File: src/sv/ffba_pkg.sv
// ----------------------------------------------------------------------------
// ffba_pkg
// Shared types and constants for the first-fit block allocator.
// ----------------------------------------------------------------------------
package ffba_pkg;

  // Table geometry and header size.
  localparam int MAX_BLOCKS   = 64;
  localparam int HEADER_BYTES = 12;
  localparam int CNT_W        = $clog2(MAX_BLOCKS + 1);
  localparam int IDX_W        = (MAX_BLOCKS > 1) ? $clog2(MAX_BLOCKS) : 1;

  // Addresses and sizes are 32 bits wide, as are the request fields.
  localparam int DATA_W = 32;
  localparam logic [DATA_W-1:0] HDR = DATA_W'(HEADER_BYTES);

  // Stream payload widths, padded to whole bytes.
  localparam int IN_TDATA_W  = 104;
  localparam int OUT_TDATA_W = 136;

  // Configuration register indexes.
  localparam int CFG_IDX_W = 1;
  typedef enum logic [CFG_IDX_W-1:0] {
    REG_HEAP_BASE  = 1'b0,
    REG_HEAP_LIMIT = 1'b1
  } cfg_reg_t;

  typedef enum logic [1:0] {
    ACT_ALLOC  = 2'd0,
    ACT_FREE   = 2'd1,
    ACT_RESIZE = 2'd2,
    ACT_CALLOC = 2'd3
  } action_t;

  typedef enum logic [1:0] {
    ST_OK      = 2'd0,
    ST_OOM     = 2'd1,
    ST_UNKNOWN = 2'd2,
    ST_NONE    = 2'd3
  } status_t;

  typedef enum logic [3:0] {
    S_IDLE,
    S_DECODE,
    S_MUL,
    S_ALLOC_CHK,
    S_SCAN,
    S_FIND_DONE,
    S_FIT_DONE,
    S_FREE_OLD,
    S_DONE
  } state_t;

  // Search token that walks down the row of cells, one cell per cycle.
  typedef struct packed {
    logic              act;   // token present
    logic              find;  // 1: address lookup, 0: first-fit search
    logic [DATA_W-1:0] key;   // payload address or rounded size
    logic              hit;
    logic [IDX_W-1:0]  idx;
    logic [DATA_W-1:0] pay;
    logic [DATA_W-1:0] size;
  } tok_t;

  // Table write broadcast to all cells.
  typedef struct packed {
    logic              en;
    logic              append;  // also load payload address and size
    logic [IDX_W-1:0]  idx;
    logic [DATA_W-1:0] pay;
    logic [DATA_W-1:0] size;
    logic              free;
  } wr_t;

endpackage

File: src/sv/ffba_cell.sv
// ----------------------------------------------------------------------------
// ffba_cell
// One table entry plus one stage of the search token pipeline.
// ----------------------------------------------------------------------------
module ffba_cell (
  input  logic                  clk,
  input  logic                  rst_n,
  input  logic [ffba_pkg::CNT_W-1:0] cell_idx,
  input  logic [ffba_pkg::CNT_W-1:0] count,
  input  ffba_pkg::tok_t        tok_in,
  output ffba_pkg::tok_t        tok_out,
  input  ffba_pkg::wr_t         wr
);
  import ffba_pkg::*;

  logic [DATA_W-1:0] pay_r;
  logic [DATA_W-1:0] size_r;
  logic              free_r;
  logic              act_r;
  tok_t              dat_r;
  tok_t              dat_nxt;
  logic              in_use;
  logic              match;

  // Entries are only meaningful below the fill count.
  assign in_use = (cell_idx < count);
  assign match  = in_use && (tok_in.find ? (pay_r == tok_in.key)
                                         : (free_r && (size_r >= tok_in.key)));

  always_comb begin
    dat_nxt = tok_in;
    if (tok_in.act && !tok_in.hit && match) begin
      dat_nxt.hit  = 1'b1;
      dat_nxt.idx  = cell_idx[IDX_W-1:0];
      dat_nxt.pay  = pay_r;
      dat_nxt.size = size_r;
    end
  end

  always_ff @(posedge clk) begin
    if (!rst_n) begin
      act_r <= 1'b0;
    end else begin
      act_r <= tok_in.act;
    end
  end

  always_ff @(posedge clk) begin
    dat_r <= dat_nxt;
    if (wr.en && (wr.idx == cell_idx[IDX_W-1:0])) begin
      free_r <= wr.free;
      if (wr.append) begin
        pay_r  <= wr.pay;
        size_r <= wr.size;
      end
    end
  end

  always_comb begin
    tok_out     = dat_r;
    tok_out.act = act_r;
  end

endmodule

File: config.mk
export PLATFORM = sky130hd
export DESIGN_NAME = ffba_cell
export DESIGN_NICKNAME = d
export VERILOG_FILES = /design/src/sv/ffba_pkg.sv /design/src/sv/ffba_cell.sv
export SDC_FILE = /design/constraint.sdc
export NUM_CORES = 1
export LEC_CHECK = 0
export BUFFER_PORTS_ARGS = -buffer_cell sky130_fd_sc_hd__buf_4
export CAP_MARGIN = 30
export CORE_MARGIN = 1.5
export CORE_UTILIZATION = 50
export DETAILED_ROUTE_END_ITERATION = 8
export GPL_ROUTABILITY_DRIVEN = 1
export GPL_TIMING_DRIVEN = 0
export PLACE_DENSITY = 0.88
export SLEW_MARGIN = 20
export SYNTH_ARGS = -nofsm -noshare
export SYNTH_HDL_FRONTEND = slang
export SYNTH_SLANG_ARGS = --single-unit
File: constraint.sdc
create_clock -name clk -period 7.4 [get_ports clk]
set_input_delay 1.48 -clock clk [delete_from_list [all_inputs] [get_ports clk]]
set_output_delay 1.48 -clock clk [all_outputs]
set_load 0.05 [all_outputs]
==> out/results.md, run 1 <==
| Group | Result | Reported |
|---|---|---|
| routing | Via-per-instance ratio | 4.89 |
| clock network | Buffer cell driving the clock tree root | clkbuf_16 |
| setup path | Slowest stage cell on the critical path | nor4_1 |
| clock network | Number of buffers inserted by hold repair at cts | 0 |
| setup path | Kind of start point of the critical path | input pin |
| die | Overall die height | 118 um |
| sta | Actual transition at the worst max-transition pin | 0.562 ns |
| die | I/O pin count | 299 |
| job | Count of max-cap constraint violations | 0 |
| global routing | GRT Total Usage | 0.257 |
| layout | Area growth from synthesis to layout | 46.7% |
| clock network | Worst-skew pair later-pin latency | 0.43 ns |
| pwr | Leakage power of the design | 0.00452 uW |
| sta | Pins over their slew limit | 0 |
| clock network | Num Clock Sinks | 170 |
| routing | DRC violation count after routing | 0 |
| setup path | Required time reported for the critical path endpoint | 7.71 ns |
| layout | Leading cell types in the layout, fill and taps excluded | buf_4 (299), dfxtp_1 (105), mux2_4 (69), edfxtp_1 (65) |
| place | HPWL Detailed | 13.8 mm |
| setup path | CP top delay family | compound AO/OA/AOI/OAI gates |
| clock network | Clock Tree Buf Depth | 2 |
| place | RD Place Congestion | 0.858 |
| clock network | Number of levels the H-tree was split into | 4 |
| logic synthesis | Leading post-synthesis cells by cell area | dfxtp_1 (32%), edfxtp_1 (30%), mux2_4 (16%) |
| sta | Final worst path period share | 0.524 |
| layout | Final Non-Filler Cells | 939 |
| sta | Maximum operating frequency | 0.258 GHz |
| setup path | Reg-to-reg slack, setup | 4.29 ns |
| logic synthesis | Share of synthesized area occupied by flip-flops and latches | 0.617 |
| sta | Count of final hold-check violations | 0 |
| logic synthesis | Count of mapped cells out of synthesis | 435 |
| place | Dpl cells | 906 |
| die | DIE WIDTH | 118 um |
| logic synthesis | Number of warnings printed during yosys synthesis | 0 |
| sta | Worst slew margin relative to its limit | 0.622 |
| die | Placeable Area | 12,700 um^2 |
| global routing | GR Overflow Total | 0 |
| setup path | Buffers plus inverters on the worst setup path | 2 |
| setup path | Critical path data arrival time | 4.18 ns |
| routing | Number of nets with antenna violations after routing | 0 |
| routing | Detailed-route via count | 4,588 |
| clock network | Post-CTS setup-driven buffer insertion count | 0 |
| setup path | Critical Path Sink Type | flip-flop |
| routing | Post-detailed-routing wire length | 17.5 mm |
| pwr | Maximum vdd drop | 130 uV |
| clock network | TritonCTS clock tree | yes |
| routing | Number of search-and-repair iterations in the first detailed-routing pass | 4 |
| logic synthesis | Syn Area/Cell | 15.1 um^2 |
| clock network | Clock transition at the registers of the reported paths | 0.06 ns |
| logic synthesis | Mapped Area | 6580 um^2 |
| global routing | First-pass GRT wire length | 26.6 mm |
| layout | Final net count | 985 |
| place | Port Buffer Count | 298 |
| routing | Wirelength per Cell | 18.6 um |
| sta | Unrepaired setup endpoints after global routing | false |
| pwr | Power Dens Cells | 234 nW/um^2 |
| logic synthesis | Cell accounting for the most synthesized area | dfxtp_1 |
| logic synthesis | Register bit count reported by yosys | 170 |
| setup path | Cells along the critical path | buf_4 -> xor2_1 -> nor4_1 -> nand4_1 -> o21ai_0 -> o2111ai_1 -> a21oi_4 -> buf_6 -> mux2_4 |
| hold path | Path type of the worst min-delay path | flip-flop to flip-flop |
| layout | Proportion of layout cells with a drive suffix above 1 | 0.534 |
| clock network | Number of buffers created by CTS | 17 |
| sta | Post-layout min period | 3.88 ns |
| clock network | Post-cts resize count | 0 |
| setup path | Worst Path Max Fanout | 10 |
| layout | Count of fill cells added during filler insertion | 790 |
| layout | Most frequent standard cell in the layout excluding fill and tap cells | buf_4 |
| global routing | Pin count of the biggest net entering global routing | 42 |
| global routing | Vias in the first global route | 4,917 |
| die | Initial standard-cell utilization of the core | 0.517 |
| global routing | Initial antenna violation count | 1 |
| logic synthesis | Count of cell types in the netlist | 31 |
| outcome | Status | complete, no violations |
| logic synthesis | Share of the synthesized area in the top cell type | 0.320 |
| pwr | Total design power | 2260 uW |
| logic synthesis | Syn_nets | 667 |
| sta | Setup TNS after final layout | 0 ns |
| die | Count of standard-cell rows | 41 |
| setup path | Maximum cell stage delay along the critical path | 0.55 ns |
| setup path | Class of the most critical setup path | input pin to flip-flop |
| die | Die area | 13,800 um^2 |
| routing | Detailed Route Iter0 Violations | 239 |
| sta | Final count of negative-setup-slack endpoints | 0 |
| sta | Clock Skews | 0.0125 ns |
-- registers in the layout, indices dropped and copies added, names as in the netlist --
register  flops
tok_out     104
act_r         1
pay_r        32
free_r        1
size_r       32
-- worst register-to-register path: cells and delay by family, from the launching register on --
family | cells | cell delay, ns
buffers and inverters | 1 | 0.26
muxes | 1 | 0.33
AOI/OAI and AO/OA | 3 | 1.04
and+or+nand+nor | 2 | 0.76
xor gates and xnor gates | 1 | 0.19
DFF | 1 | 0.42
-- kinds of logic (layout without fill, tap and decap cells) --
family          after synthesis  after routing  synth area share
compound gates               33             33            0.0333
xor+xnor                     38             38            0.0506
fa+ha+maj                    38             38            0.0723
buf+inv                      46            377            0.0348
flops                       170            170             0.617
mux                          70             70             0.159
other cells                   0              1                 0
simple gates                 40             40            0.0331
-- path summary, 6_finish.rpt --
| path | from | endpoint | cells after the start |
|---|---|---|---|
| min reg2reg | size_r[12] | tok_out[12] | 1 |
| min | size_r[12] | tok_out[12] | 1 |
| max reg2reg | pay_r[16] | tok_out[43] | 8 |
| max | tok_in[87] | tok_out[43] | 9 |
-- cells in the mapped netlist --
master	number
a211o_1	2
a211oi_1	2
a21o_1	2
a21oi_1	16
a21oi_4	1
a221o_1	1
a31oi_1	1
a32oi_2	1
and2_1	2
and4_1	2
buf_4	1
buf_6	7
dfxtp_1	105
edfxtp_1	65
ha_1	38
inv_1	38
mux2_2	1
mux2_4	69
nand2_1	9
nand2b_1	2
nand3_1	4
nand4_1	6
nor2_1	4
nor4_1	9
o2111ai_1	1
o21ai_0	5
o221ai_1	1
or2_2	1
or3_1	1
xnor2_1	3
xor2_1	35
-- cell type report --
cell class	instances	area, um^2	area share
Timing Repair Buffer	299	2260	0.234
Sequential cell	170	4050	0.420
Buffer	8	86.3	0.00895
Clock buffer	28	571	0.0591
Inverter	38	143	0.0148
Clock inverter	4	23.8	0.00246
Multi-Input combinational cell	219	2290	0.238
Antenna cell	1	2.50	0.000259
Tap cell	172	215	0.0223
-- power breakdown --
group / internal (uW) / leakage [uW] / switching (uW) / total (uW)
Sequential: 1010 / 0.00147 / 11.6 / 1020
Clock: 525 / 0.000292 / 343 / 869
Combinational: 164 / 0.00275 / 204 / 368
Total: 1700 / 0.00452 / 559 / 2260
-- per-stage QoR --
stage	hold WS, ns	utilization	cell area, um^2	setup slack (ns)
after global placement	0.499	0.710	9030	2.47
after global routing	0.530	0.758	9640	3.45
final	0.511	0.758	9650	3.52
after detailed placement	0.498	0.711	9050	3.10
after floorplan	0.478	-	6580	3.45
after CTS	0.512	0.758	9640	3.54
-- per-layer routing --
layer,vias to the layer above,track usage,share of wire
met5,-,0,0
met4,0,0.0938,0.023
met3,33,0.0790,0.071
met2,214,0.461,0.52
met1,2162,0.285,0.38
li1,2179,-,-
No activity file was read; power rests on OpenSTA's default activity.
==> run 2: changes to the inputs <==
CORE_UTILIZATION = 47   (was 50)
PLACE_DENSITY = 0.84   (was 0.88)
clock period = 3.6 ns   (was 7.4 ns; I/O delays follow)
==> out/results.md, run 2 (synthesized netlist as in run 1, its figures left out) <==
| Group | Result | Reported | Delta |
|---|---|---|---|
| place | HPWL Detailed | 14.1 mm | was 13.8 mm |
| setup path | Buffers plus inverters on the worst setup path | 2 | unchanged |
| place | Placement-stage cell area | 9060 um^2 | was 9050 um^2 |
| setup path | Class of the most critical setup path | input pin to flip-flop | unchanged |
| die | Count of standard-cell rows | 43 | was 41 |
| setup path | Cells along the critical path | buf_4 -> xor2_1 -> nor4_1 -> nand4_1 -> o21ai_0 -> o2111ai_1 -> a21oi_4 -> buf_6 -> mux2_4 | unchanged |
| place | RD Place Congestion | 0.785 | was 0.858 |
| layout | Most frequent standard cell in the layout excluding fill and tap cells | buf_4 | unchanged |
| layout | Flip-flop count of the largest register after layout | 104 | unchanged |
| layout | Final net count | 985 | unchanged |
| hold path | Path type of the worst min-delay path | input pin to flip-flop | was flip-flop to flip-flop |
| clock network | Post-cts resize count | 0 | unchanged |
| setup path | Maximum cell stage delay along the critical path | 0.46 ns | was 0.55 ns |
| hold path | Hold Path Cell Cnt | 1 | unchanged |
| sta | Setup TNS after final layout | 0 ns | unchanged |
| outcome | Status | complete, no violations | unchanged |
| clock network | Clock Tree Buf Depth | 2 | unchanged |
| setup path | CP top delay family | compound AO/OA/AOI/OAI gates | unchanged |
| global routing | Vias in the first global route | 4,762 | was 4,917 |
| sta | Worst slew margin relative to its limit | 0.657 | was 0.622 |
| setup path | Kind of start point of the critical path | input pin | unchanged |
| sta | Count of final hold-check violations | 0 | unchanged |
| sta | Actual transition at the worst max-transition pin | 0.509 ns | was 0.562 ns |
| place | Port Buffer Count | 298 | unchanged |
| hold path | Min-Delay Startpoint | tok_in[79] | was size_r[12] |
| sta | Unrepaired setup endpoints after global routing | false | unchanged |
| clock network | Worst-skew pair later-pin latency | 0.42 ns | was 0.43 ns |
| setup path | Cell count of the worst reg-to-reg path | 8 | unchanged |
| die | Placeable Area | 13,800 um^2 | was 12,700 um^2 |
| clock network | Post-CTS setup-driven buffer insertion count | 0 | unchanged |
| global routing | GR Overflow Total | 0 | unchanged |
| clock network | Number of buffers inserted by hold repair at cts | 0 | unchanged |
| setup path | Origin of the worst setup path | tok_in[87] | unchanged |
| clock network | TritonCTS clock tree | yes | unchanged |
| layout | Proportion of layout cells with a drive suffix above 1 | 0.537 | was 0.534 |
| die | Overall die height | 121 um | was 118 um |
| layout | Area growth from synthesis to layout | 46.5% | was 46.7% |
| layout | Leading cell types in the layout, fill and taps excluded | buf_4 (299), dfxtp_1 (105), mux2_4 (69), edfxtp_1 (65) | unchanged |
| layout | Final design instance area without fill | 9630 um^2 | was 9650 um^2 |
| routing | Number of search-and-repair iterations in the first detailed-routing pass | 6 | was 4 |
| die | Die area | 14,700 um^2 | was 13,800 um^2 |
| routing | DRC violation count after routing | 0 | unchanged |
| setup path | Slowest stage cell on the critical path | nor4_1 | unchanged |
| clock network | Clock transition at the registers of the reported paths | 0.06 ns | about the same |
| global routing | GRT Total Usage | 0.236 | was 0.257 |
| routing | Detailed-route via count | 4,623 | was 4,588 |
| setup path | Required time reported for the critical path endpoint | 3.90 ns | was 7.71 ns |
| pwr | Maximum vdd drop | 282 uV | was 130 uV |
| clock network | Num Clock Sinks | 170 | unchanged |
| hold path | Hold EP | tok_out[79] | was tok_out[12] |
| pwr | Leakage power of the design | 0.00451 uW | was 0.00452 uW |
| clock network | Buffer cell driving the clock tree root | clkbuf_16 | unchanged |
| layout | Antenna Cells | 0 | was 1 |
| job | Count of max-cap constraint violations | 0 | unchanged |
| sta | Pins over their slew limit | 0 | unchanged |
| sta | Maximum operating frequency | 0.327 GHz |  |
| setup path | Critical Path Sink Type | flip-flop | unchanged |
| die | Initial standard-cell utilization of the core | 0.477 | was 0.517 |
| sta | Final worst path period share | 0.849 |  |
| die | I/O pin count | 299 | unchanged |
| sta | WHS | 0.428 ns | was 0.511 ns |
| sta | Post-layout min period | 3.06 ns |  |
| global routing | Initial antenna violation count | 0 | was 1 |
| die | DIE WIDTH | 121 um | was 118 um |
| routing | Number of nets with antenna violations after routing | 0 | unchanged |
| routing | Via-per-instance ratio | 4.89 | about the same |
| setup path | Worst Path Max Fanout | 10 | unchanged |
| sta | Clock Skews | 0.00664 ns | was 0.0125 ns |
| routing | Post-detailed-routing wire length | 17.5 mm | about the same |
| setup path | Reg-to-reg slack, setup | 0.56 ns | was 4.29 ns |
| global routing | Pin count of the biggest net entering global routing | 41 | was 42 |
| sta | Final count of negative-setup-slack endpoints | 0 | unchanged |
| routing | Wirelength per Cell | 18.5 um | was 18.6 um |
| routing | Detailed Route Iter0 Violations | 191 | was 239 |
| setup path | Startpoint of the worst register-to-register path | pay_r[16] | unchanged |
| setup path | Critical path data arrival time | 3.36 ns | was 4.18 ns |
| setup path | Terminus of the critical flop-to-flop path | tok_out[36] | was tok_out[43] |
| global routing | First-pass GRT wire length | 25.2 mm | was 26.6 mm |
| clock network | Number of levels the H-tree was split into | 4 | unchanged |
| pwr | Power Dens Cells | 474 nW/um^2 | was 234 nW/um^2 |
| clock network | Number of buffers created by CTS | 17 | unchanged |
==> run 2: changes by cell type in the layout (fill, tap and decap cells not counted), sizes merged <==
cell    previous run  this run
clkinv             2         7
diode              1         0
clkbuf            28        23
==> run 2: area by class of cell <==
class	count	area, um^2
clock buffers	23	509
plain buffers	8	86.3
well taps	180	225
flip-flops and latches	170	4050
multi-input cells	219	2290
clock inverters	9	61.3
fillers	967	4140
repair buffers	299	2260
inverters	38	143
==> run 2: per-stage QoR <==
stage / util / setup WS (ns) / cells / total power [uW]
2_1_floorplan: - / 0.408 / 435 / 2550
3_3_place_gp: 0.656 / -0.666 / 913 / 2880
3_5_place_dp: 0.658 / -0.00545 / 914 / 2900
4_1_cts: 0.699 / 0.429 / 946 / 4600
5_1_grt: 0.699 / 0.269 / 946 / 4710
6_report: 0.699 / 0.544 / 946 / 4560
==> run 2: power breakdown <==
group	internal [uW]	switching, uW	total [uW]
clock network	997	715	1710
logic	336	419	755
registers	2070	24.0	2100
total	3410	1160	4560
==> run 2: routing by layer <==
metal  vias up  GRT usage  wire length, um
met5         -          0                0
met4         0     0.0985              476
met3        40     0.0677             1440
met2       240      0.420             8990
met1      2168      0.264             6610
li1       2175          -                -
==> run 2: worst max path at each step <==
stage / depth (start not counted) / to
2_1_floorplan: 3 / pay_r[0]
3_3_place_gp: 5 / pay_r[12]
6_report: 9 / tok_out[36]
5_1_grt: 8 / tok_out[34]
3_5_place_dp: 9 / tok_out[36]
4_1_cts: 8 / tok_out[36]
